[config.mk]
export PLATFORM = sky130hd
export DESIGN_NAME = periodic_timer_table_core
export DESIGN_NICKNAME = d
export VERILOG_FILES = /design/src/ptt_pkg.sv /design/src/periodic_timer_table_core.sv /design/src/ptt_front.sv /design/src/ptt_back.sv
export SDC_FILE = /design/constraint.sdc
export NUM_CORES = 2
export LEC_CHECK = 0
export ABC_AREA = 1
export BUFFER_PORTS_ARGS = -buffer_cell sky130_fd_sc_hd__buf_2
export CAP_MARGIN = 20
export CORE_UTILIZATION = 43
export CTS_CLUSTER_DIAMETER = 50
export DETAILED_ROUTE_END_ITERATION = 6
export GPL_ROUTABILITY_DRIVEN = 0
export HOLD_SLACK_MARGIN = 0.15
export PLACE_DENSITY = 0.59
export REMOVE_ABC_BUFFERS = 1
export SETUP_SLACK_MARGIN = 0.02
export SKIP_LAST_GASP = 1
export SYNTH_ARGS = -nofsm -noshare
export SYNTH_HDL_FRONTEND = slang
export SYNTH_SLANG_ARGS = --single-unit
[constraint.sdc]
create_clock -name clk -period 13.1 [get_ports clk]
set_clock_uncertainty 0.15 [all_clocks]
set_input_delay 2.62 -clock clk [delete_from_list [all_inputs] [get_ports clk]]
set_output_delay 2.62 -clock clk [all_outputs]
set_load 0.02 [all_outputs]
[src/ptt_pkg.sv]
// ----------------------------------------------------------------------------
// Periodic timer table package
// Shared constants and types for the periodic timer table block.
// ----------------------------------------------------------------------------
package ptt_pkg;

	localparam int TableDepth = 64;
	localparam int PeriodBits = 16;
	localparam int IdBits = 16;
	localparam int CmdBits = 2;
	localparam int StatusBits = 3;
	localparam int FieldIdBits = 16;

	typedef enum logic [1:0] {
		CMD_TICK   = 2'd0,
		CMD_ADD    = 2'd1,
		CMD_REMOVE = 2'd2,
		CMD_NONE   = 2'd3
	} cmd_t;

	typedef enum logic [2:0] {
		ST_FIRED    = 3'd0,
		ST_NONE     = 3'd1,
		ST_ADDED    = 3'd2,
		ST_REARMED  = 3'd3,
		ST_REMOVED  = 3'd4,
		ST_NOTFOUND = 3'd5,
		ST_FULL     = 3'd6,
		ST_IGNORED  = 3'd7
	} status_t;

	typedef enum logic [2:0] {
		BK_IDLE,
		BK_SCAN,
		BK_RESULT,
		BK_SHIFT,
		BK_TICK,
		BK_TICK_END
	} back_state_t;

endpackage

[src/periodic_timer_table_core.sv]
// ----------------------------------------------------------------------------
// Periodic timer table core
// A compacted table of periodic timers with add, remove and tick requests.
// ----------------------------------------------------------------------------
// Requests are carried out one at a time. Add and remove search the table one
// entry per cycle, and remove then shifts the later entries down one per
// cycle. A tick walks every used entry through the table memory, one entry
// per cycle while the output is not stalled; the last fired entry is held
// back so it can carry the last flag. Each result appears in the output
// register the cycle after it is formed. A two-entry request queue lets
// requests arrive while the back end works.
module periodic_timer_table_core #(
	parameter int TABLE_DEPTH = ptt_pkg::TableDepth,
	parameter int ID_BITS = ptt_pkg::IdBits,
	parameter int PERIOD_BITS = ptt_pkg::PeriodBits
) (
	input  logic                   clk,
	input  logic                   arst_n,
	input  logic                   in_valid,
	output logic                   in_stall,
	input  logic [1:0]             command,
	input  logic [ID_BITS-1:0]     func_id,
	input  logic [PERIOD_BITS-1:0] period,
	output logic                   out_valid,
	input  logic                   out_stall,
	output logic [2:0]             status,
	output logic [15:0]            fired_id,
	output logic                   last
);

	logic                   q_valid, q_pop, q_ignore;
	ptt_pkg::cmd_t          q_cmd;
	logic [ID_BITS-1:0]     q_id;
	logic [PERIOD_BITS-1:0] q_period;

	ptt_front #(.ID_BITS(ID_BITS), .PERIOD_BITS(PERIOD_BITS)) u_front (
		.clk, .arst_n, .in_valid, .in_stall,
		.in_command(command), .in_id(func_id), .in_period(period),
		.q_valid, .q_pop, .q_cmd, .q_ignore, .q_id, .q_period
	);

	ptt_back #(.TABLE_DEPTH(TABLE_DEPTH), .ID_BITS(ID_BITS),
		.PERIOD_BITS(PERIOD_BITS)) u_back (
		.clk, .arst_n, .q_valid, .q_pop, .q_cmd, .q_ignore, .q_id, .q_period,
		.out_valid, .out_stall, .status, .fired_id, .last
	);

endmodule

[src/ptt_front.sv]
// ----------------------------------------------------------------------------
// Periodic timer table front end
// Accepts requests, classifies them and queues them for the back end.
// ----------------------------------------------------------------------------
module ptt_front #(
	parameter int ID_BITS = ptt_pkg::IdBits,
	parameter int PERIOD_BITS = ptt_pkg::PeriodBits
) (
	input  logic                   clk,
	input  logic                   arst_n,
	input  logic                   in_valid,
	output logic                   in_stall,
	input  logic [1:0]             in_command,
	input  logic [ID_BITS-1:0]     in_id,
	input  logic [PERIOD_BITS-1:0] in_period,
	output logic                   q_valid,
	input  logic                   q_pop,
	output ptt_pkg::cmd_t          q_cmd,
	output logic                   q_ignore,
	output logic [ID_BITS-1:0]     q_id,
	output logic [PERIOD_BITS-1:0] q_period
);

	// Two-entry queue.
	logic [1:0]             vld_q;
	logic                   rd_q;
	logic                   wr_q;
	ptt_pkg::cmd_t          cmd_q [2];
	logic                   ign_q [2];
	logic [ID_BITS-1:0]     id_q  [2];
	logic [PERIOD_BITS-1:0] per_q [2];
	logic                   push;
	logic                   ign_in;
	ptt_pkg::cmd_t          cmd_in;

	assign cmd_in = ptt_pkg::cmd_t'(in_command);
	always_comb begin
		case (cmd_in)
			ptt_pkg::CMD_TICK:   ign_in = 1'b0;
			ptt_pkg::CMD_ADD:    ign_in = (in_id == '0) || (in_period == '0);
			ptt_pkg::CMD_REMOVE: ign_in = (in_id == '0);
			default:             ign_in = 1'b1;
		endcase
	end

	assign in_stall = vld_q[wr_q];
	assign push = in_valid && !in_stall;
	assign q_valid = vld_q[rd_q];
	assign q_cmd = cmd_q[rd_q];
	assign q_ignore = ign_q[rd_q];
	assign q_id = id_q[rd_q];
	assign q_period = per_q[rd_q];

	always_ff @(posedge clk or negedge arst_n) begin
		if (!arst_n) begin
			vld_q <= '0;
			rd_q <= 1'b0;
			wr_q <= 1'b0;
		end else begin
			if (push) begin
				vld_q[wr_q] <= 1'b1;
				wr_q <= !wr_q;
			end
			if (q_pop && q_valid) begin
				vld_q[rd_q] <= 1'b0;
				rd_q <= !rd_q;
			end
		end
	end

	always_ff @(posedge clk) begin
		if (push) begin
			cmd_q[wr_q] <= cmd_in;
			ign_q[wr_q] <= ign_in;
			id_q[wr_q] <= in_id;
			per_q[wr_q] <= in_period;
		end
	end

endmodule

[src/ptt_back.sv]
// ----------------------------------------------------------------------------
// Periodic timer table back end
// Holds the table in a memory and carries out tick, add and remove requests
// one entry per cycle, unless a tick waits on a stalled output.
// ----------------------------------------------------------------------------
module ptt_back #(
	parameter int TABLE_DEPTH = ptt_pkg::TableDepth,
	parameter int ID_BITS = ptt_pkg::IdBits,
	parameter int PERIOD_BITS = ptt_pkg::PeriodBits
) (
	input  logic                          clk,
	input  logic                          arst_n,
	input  logic                          q_valid,
	output logic                          q_pop,
	input  ptt_pkg::cmd_t                 q_cmd,
	input  logic                          q_ignore,
	input  logic [ID_BITS-1:0]            q_id,
	input  logic [PERIOD_BITS-1:0]        q_period,
	output logic                          out_valid,
	input  logic                          out_stall,
	output logic [2:0]                    status,
	output logic [ptt_pkg::FieldIdBits-1:0] fired_id,
	output logic                          last
);

	localparam int IdxBits = (TABLE_DEPTH > 1) ? $clog2(TABLE_DEPTH) : 1;
	localparam int CntBits = $clog2(TABLE_DEPTH + 1);
	localparam int EntBits = ID_BITS + 2 * PERIOD_BITS;

	// Each memory word: {id, remaining, reload}.
	logic [EntBits-1:0] mem [TABLE_DEPTH];

	ptt_pkg::back_state_t   state_q, state_d;
	logic [CntBits-1:0]     used_q;
	logic [CntBits-1:0]     idx_q;
	logic                   rd_vld_s1;
	logic [IdxBits-1:0]     rd_idx_s1;
	logic [EntBits-1:0]     rd_data_s1;
	ptt_pkg::cmd_t          cmd_q;
	logic                   ign_q;
	logic [ID_BITS-1:0]     id_q;
	logic [PERIOD_BITS-1:0] per_q;
	logic                   found_q;
	logic                   hold_v_q;
	logic [ID_BITS-1:0]     hold_id_q;
	logic                   ov_q;
	ptt_pkg::status_t       ost_q;
	logic [ID_BITS-1:0]     oid_q;
	logic                   olast_q;

	logic                   out_free;
	logic                   at_end;
	logic                   hit;
	logic                   fire;
	logic                   adv;
	logic                   rd_en;
	logic [IdxBits-1:0]     rd_addr;
	logic                   wr_en;
	logic [IdxBits-1:0]     wr_addr;
	logic [EntBits-1:0]     wr_data;
	logic                   emit;
	ptt_pkg::status_t       emit_st;
	logic [ID_BITS-1:0]     emit_id;
	logic                   emit_last;
	ptt_pkg::status_t       res_st;
	logic [ID_BITS-1:0]     e_id;
	logic [PERIOD_BITS-1:0] e_rem, e_rel, dec;

	assign out_free = !ov_q || !out_stall;
	assign e_id = rd_data_s1[EntBits-1 -: ID_BITS];
	assign e_rem = rd_data_s1[2*PERIOD_BITS-1 -: PERIOD_BITS];
	assign e_rel = rd_data_s1[PERIOD_BITS-1:0];
	assign dec = e_rem - PERIOD_BITS'(1);
	assign at_end = (idx_q == used_q);
	assign hit = rd_vld_s1 && (e_id == id_q);
	assign fire = rd_vld_s1 && (dec == '0);
	// The last fired entry of a tick is held back so that it can be flagged
	// last; a new fire pushes the held one out, and only that waits on the
	// output register.
	assign adv = !(fire && hold_v_q) || out_free;

	// Result code for a finished non-tick request.
	always_comb begin
		res_st = ptt_pkg::ST_IGNORED;
		if (!ign_q) begin
			case (cmd_q)
				ptt_pkg::CMD_ADD:
					if (found_q) res_st = ptt_pkg::ST_REARMED;
					else if (used_q < CntBits'(TABLE_DEPTH)) res_st = ptt_pkg::ST_ADDED;
					else res_st = ptt_pkg::ST_FULL;
				ptt_pkg::CMD_REMOVE:
					res_st = found_q ? ptt_pkg::ST_REMOVED : ptt_pkg::ST_NOTFOUND;
				default: res_st = ptt_pkg::ST_IGNORED;
			endcase
		end
	end

	always_comb begin
		state_d = state_q;
		case (state_q)
			ptt_pkg::BK_IDLE:
				if (q_valid) begin
					if (q_cmd == ptt_pkg::CMD_TICK) state_d = ptt_pkg::BK_TICK;
					else if (q_ignore) state_d = ptt_pkg::BK_RESULT;
					else state_d = ptt_pkg::BK_SCAN;
				end
			ptt_pkg::BK_SCAN:
				if (hit) state_d = (cmd_q == ptt_pkg::CMD_REMOVE) ?
					ptt_pkg::BK_SHIFT : ptt_pkg::BK_RESULT;
				else if (at_end) state_d = ptt_pkg::BK_RESULT;
			ptt_pkg::BK_SHIFT:
				if (at_end) state_d = ptt_pkg::BK_RESULT;
			ptt_pkg::BK_RESULT:
				if (out_free) state_d = ptt_pkg::BK_IDLE;
			ptt_pkg::BK_TICK:
				if (at_end && adv) state_d = ptt_pkg::BK_TICK_END;
			ptt_pkg::BK_TICK_END:
				if (out_free) state_d = ptt_pkg::BK_IDLE;
			default: state_d = ptt_pkg::BK_IDLE;
		endcase
	end

	// Memory access and result control.
	always_comb begin
		q_pop = (state_q == ptt_pkg::BK_IDLE);
		rd_en = 1'b0;
		rd_addr = idx_q[IdxBits-1:0];
		wr_en = 1'b0;
		wr_addr = rd_idx_s1;
		wr_data = rd_data_s1;
		emit = 1'b0;
		emit_st = ptt_pkg::ST_NONE;
		emit_id = '0;
		emit_last = 1'b1;
		case (state_q)
			ptt_pkg::BK_SCAN: begin
				rd_en = !at_end && !hit;
				if (hit && cmd_q == ptt_pkg::CMD_ADD) begin
					wr_en = 1'b1;
					wr_data = {e_id, per_q, per_q};
				end
			end
			ptt_pkg::BK_SHIFT: begin
				rd_en = !at_end;
				if (rd_vld_s1) begin
					wr_en = 1'b1;
					wr_addr = rd_idx_s1 - IdxBits'(1);
				end
			end
			ptt_pkg::BK_RESULT: begin
				emit = out_free;
				emit_st = res_st;
				emit_id = id_q;
				if (out_free && res_st == ptt_pkg::ST_ADDED) begin
					wr_en = 1'b1;
					wr_addr = used_q[IdxBits-1:0];
					wr_data = {id_q, per_q, per_q};
				end
			end
			ptt_pkg::BK_TICK: begin
				rd_en = adv && !at_end;
				wr_en = adv && rd_vld_s1;
				wr_data = {e_id, fire ? e_rel : dec, e_rel};
				emit = fire && hold_v_q && out_free;
				emit_st = ptt_pkg::ST_FIRED;
				emit_id = hold_id_q;
				emit_last = 1'b0;
			end
			ptt_pkg::BK_TICK_END: begin
				emit = out_free;
				emit_st = hold_v_q ? ptt_pkg::ST_FIRED : ptt_pkg::ST_NONE;
				emit_id = hold_v_q ? hold_id_q : '0;
			end
			default: ;
		endcase
	end

	always_ff @(posedge clk) begin
		if (wr_en) mem[wr_addr] <= wr_data;
		if (rd_en) begin
			rd_data_s1 <= mem[rd_addr];
			rd_idx_s1 <= rd_addr;
		end
		if (q_pop && q_valid) begin
			cmd_q <= q_cmd;
			ign_q <= q_ignore;
			id_q <= q_id;
			per_q <= q_period;
		end
		if (emit) begin
			ost_q <= emit_st;
			oid_q <= emit_id;
			olast_q <= emit_last;
		end
		if (state_q == ptt_pkg::BK_TICK && adv && fire) hold_id_q <= e_id;
	end

	always_ff @(posedge clk or negedge arst_n) begin
		if (!arst_n) begin
			state_q <= ptt_pkg::BK_IDLE;
			used_q <= '0;
			idx_q <= '0;
			rd_vld_s1 <= 1'b0;
			found_q <= 1'b0;
			hold_v_q <= 1'b0;
			ov_q <= 1'b0;
		end else begin
			state_q <= state_d;
			if (emit) ov_q <= 1'b1;
			else if (!out_stall) ov_q <= 1'b0;
			if (state_q != ptt_pkg::BK_TICK || adv) rd_vld_s1 <= rd_en;
			if (state_q == ptt_pkg::BK_IDLE) begin
				idx_q <= '0;
				found_q <= 1'b0;
				hold_v_q <= 1'b0;
			end else begin
				if (rd_en) idx_q <= idx_q + CntBits'(1);
				if (state_q == ptt_pkg::BK_SCAN && hit) found_q <= 1'b1;
				if (state_q == ptt_pkg::BK_TICK && adv && fire) hold_v_q <= 1'b1;
			end
			if (state_q == ptt_pkg::BK_RESULT && out_free) begin
				if (res_st == ptt_pkg::ST_ADDED) used_q <= used_q + CntBits'(1);
				else if (res_st == ptt_pkg::ST_REMOVED) used_q <= used_q - CntBits'(1);
			end
		end
	end

	assign out_valid = ov_q;
	assign status = ost_q;
	assign fired_id = ptt_pkg::FieldIdBits'(oid_q);
	assign last = olast_q;

endmodule
==> flow_summary.ini <==
[critical_path]
cpMostUsedCell = nand2_1
reg2reg_from = u_back.cmd_q[1]
cpMaxStageDelayCell = nor2_4
startpoint_type = primary input
max_stage_delay_ps = 810
cp_data_required_time_ps = 13510
r2r_end = u_back.mem[38][12]
rr_worst_depth = 15
end_kind = register
arrival_ps = 6940
crit_chain = buf_2, nand2_1, inv_1, nor2_4, inv_2, nand2_1, nor2_1, o22ai_2, nand2_1, inv_2, nand2_2, nor2_4, buf_4
r2r_slack_ps = 7410
critical_path_class = primary input to register
path_max_fanout = 32

[yosys]
ys_top_cells_by_area = edfxtp_1 (76%), o21ai_0 (6.3%), nor2_1 (4.8%)
postSynthAreaPerCell_um2 = 13.3
synth_compound_area_frac = 0.119
async_reset_ff_frac = 0.00759
synth_edf_count = 3267
synth_common_cells = edfxtp_1 (3267), nor2_1 (1675), o21ai_0 (1639), nand2_1 (721), clkbuf_1 (553)
synth_mux_area_frac = 0
synth_fa_ha_area_frac = 0.00131
synth_top_family_by_area = compound AO/OA/AOI/OAI gates
yosysTopAreaCell = edfxtp_1
synth_cells = 9771
mappedNetlistArea_um2 = 130000
ys_seq_area_frac = 0.760
yosys.area_share.simple = 0.0923
synth.most_common_cell = edfxtp_1
synth_xor_area_frac = 0.00142
ys_ff_latch = 3292
synth_flop_cell = edfxtp_1
yosysUniqueCellTypes = 51
yosysWarningCount = 0
yosysTopAreaCellShare = 0.755

[detailed_routing]
drt_pre_antenna_iters = 6
initialDrtViolationCount = 10652
postRouteAntennaNets = 0
viasPerCell = 6.05
drc = 0
routed_wl_um = 388000
wl_per_cell_um = 27.7
num_vias = 84707

[cells_and_area]
post_layout_nonfiller_instances = 13999
regArea_um2 = 98700
fillers = 25420
finalNetCount = 9779
layout-drive-gt1-share = 0.0997
multiInputGateArea_um2 = 28800
area_growth_pct = 13.5

[grt]
grt_pass1_wl_um = 558000
grt_pass1_vias = 80939
use_met2 = 0.388
grt_usage = 0.250
grtUsageMet3 = 0.0416
gr-max-usage-layer = met2
use_met1 = 0.349
grt_max_degree = 212
antenna_found_initial = 15
overflow = 0

[timing]
rsz0062_at_grt = no
finalHoldViolations = 0
slew_violations = 0
fin_crit_sh = 0.499
tightest_slew_ps = 1190
clock.fmax_mhz = 153
slew_headroom = 0.208
fin_crit_ps = 6530
timing.final.ws_setup_ps = 6570
fin_hold_ws_ps = 347
setup_viol = 0

[clock_network]
cts_tree = built
ctsRootBufferMaster = clkbuf_16
clock_sinks = 3292
clock_path_buffers = 4
clock_latency_ps = 950
cts_buffers = 369
cts_max_level = 5
postCtsSetupRepairBufs = 0
hold_buffers = 0
cts_resized = 0
path_clk_slew_ps = 60

[place]
pre_cts_slack_ps = 5650
dp.final_hpwl_um = 209000
placed_cells = 13313
port_buffers = 59

[min_path]
min-delay-start = u_back.rd_data_s1[39]
min_to = u_back.hold_id_q[7]
hp-class = register to register
holdPathStages = 0

[pwr]
ir_drop_mv = 0.243
fin_total_pwr_mw = 35.3
power_density_nw_per_um2 = 239
p_leak_nw = 47.4

[floorplanning]
fp.dieH_um = 552
die_w_um = 552
start_util = 0.433
rows = 201
dieArea_um2 = 304000
pin_count = 60
coreArea_um2 = 300000

[outcome]
outcome = completed

[job]
cap_violations = 0
-- cells in the final DEF, fill, tap and decap left out, types with 96 or more instances in the layout --
cell type,Yosys,final
edfxtp_1,3267,3267
o21ai_0,1639,1626
nor2_1,1675,1605
nand2_1,721,718
o22ai_1,482,482
nand3_1,381,376
clkbuf_16,0,372
o221ai_1,300,300
buf_4,5,197
inv_1,145,140
o211ai_1,112,112
a21oi_1,96,96
-- flip-flops by register name (all words and copies together) (netlist names), 2 cells and up --
signal             count
u_back.rd_idx_s1       6
u_back.rd_data_s1     48
u_front.id_q          32
u_back.cmd_q           2
u_front.vld_q          2
u_back.fired_id       16
u_back.id_q           16
u_back.state_q         3
u_front.cmd_q          4
u_back.used_q          7
u_back.hold_id_q      16
u_back.per_q          16
u_back.mem          3072
u_back.idx_q           7
u_front.per_q         32
u_front.ign_q          2
u_back.status          3
-- stage by stage --
step            util  area, um^2  setup TNS (ps)
2_1_floorplan      -      127000        -4333310
3_3_place_gp   0.450      135000               0
3_5_place_dp   0.450      135000               0
4_1_cts        0.491      147000               0
5_1_grt        0.491      148000               0
6_report       0.491      148000               0
-- power by group --
group | total, mW | switching, mW | internal (mW)
clock network | 10.4 | 4.30 | 6.13
registers | 14.9 | 0.338 | 14.5
logic | 9.96 | 7.97 | 1.99
total | 35.3 | 12.6 | 22.7
-- cell families (layout without fill, tap and decap cells) --
logic type,count (synthesis),after routing
buffers and inverters,847,1104
other,0,13
AO/OA/AOI/OAI,2673,2673
flip-flops,3292,3292
AND/OR/NAND/NOR,2925,2925
adder cells (fa/ha/maj),13,13
XOR/XNOR,21,21
-- cell type report --
| type | instances | share of cell area |
|---|---|---|
| diodes | 13 | 0.000221 |
| repair buffers | 269 | 0.0138 |
| inverters | 164 | 0.00445 |
| flip-flops and latches | 3292 | 0.669 |
| well taps | 3958 | 0.0336 |
| clock inverters | 236 | 0.0189 |
| multi-input cells | 5632 | 0.195 |
| clock buffers | 435 | 0.0647 |
-- worst max-delay path by stage --
stage	start	endpoint	slack, ps
final	out_stall	u_back.mem[38][12]	6570
after global placement	out_stall	u_back.mem[38][12]	5690
after CTS	out_stall	u_back.mem[38][12]	6640
after global routing	out_stall	u_back.mem[38][12]	6380
after floorplan	u_back.idx_q[0]	u_back.rd_data_s1[25]	-76170
after detailed placement	out_stall	u_back.mem[38][18]	5650
-- layer usage --
layer	vias up	share of wire
li1	36648	-
met1	42817	0.40
met2	4480	0.46
met3	758	0.097
met4	4	0.043
met5	-	0.000064
-- critical path: cells and delay by family --
kind	cells	cell delay, ps
and+or+nand+nor	7	2470
AOI/OAI and AO/OA	1	290
buffers and inverters	5	1430
Power figures use the tool's default switching activity.
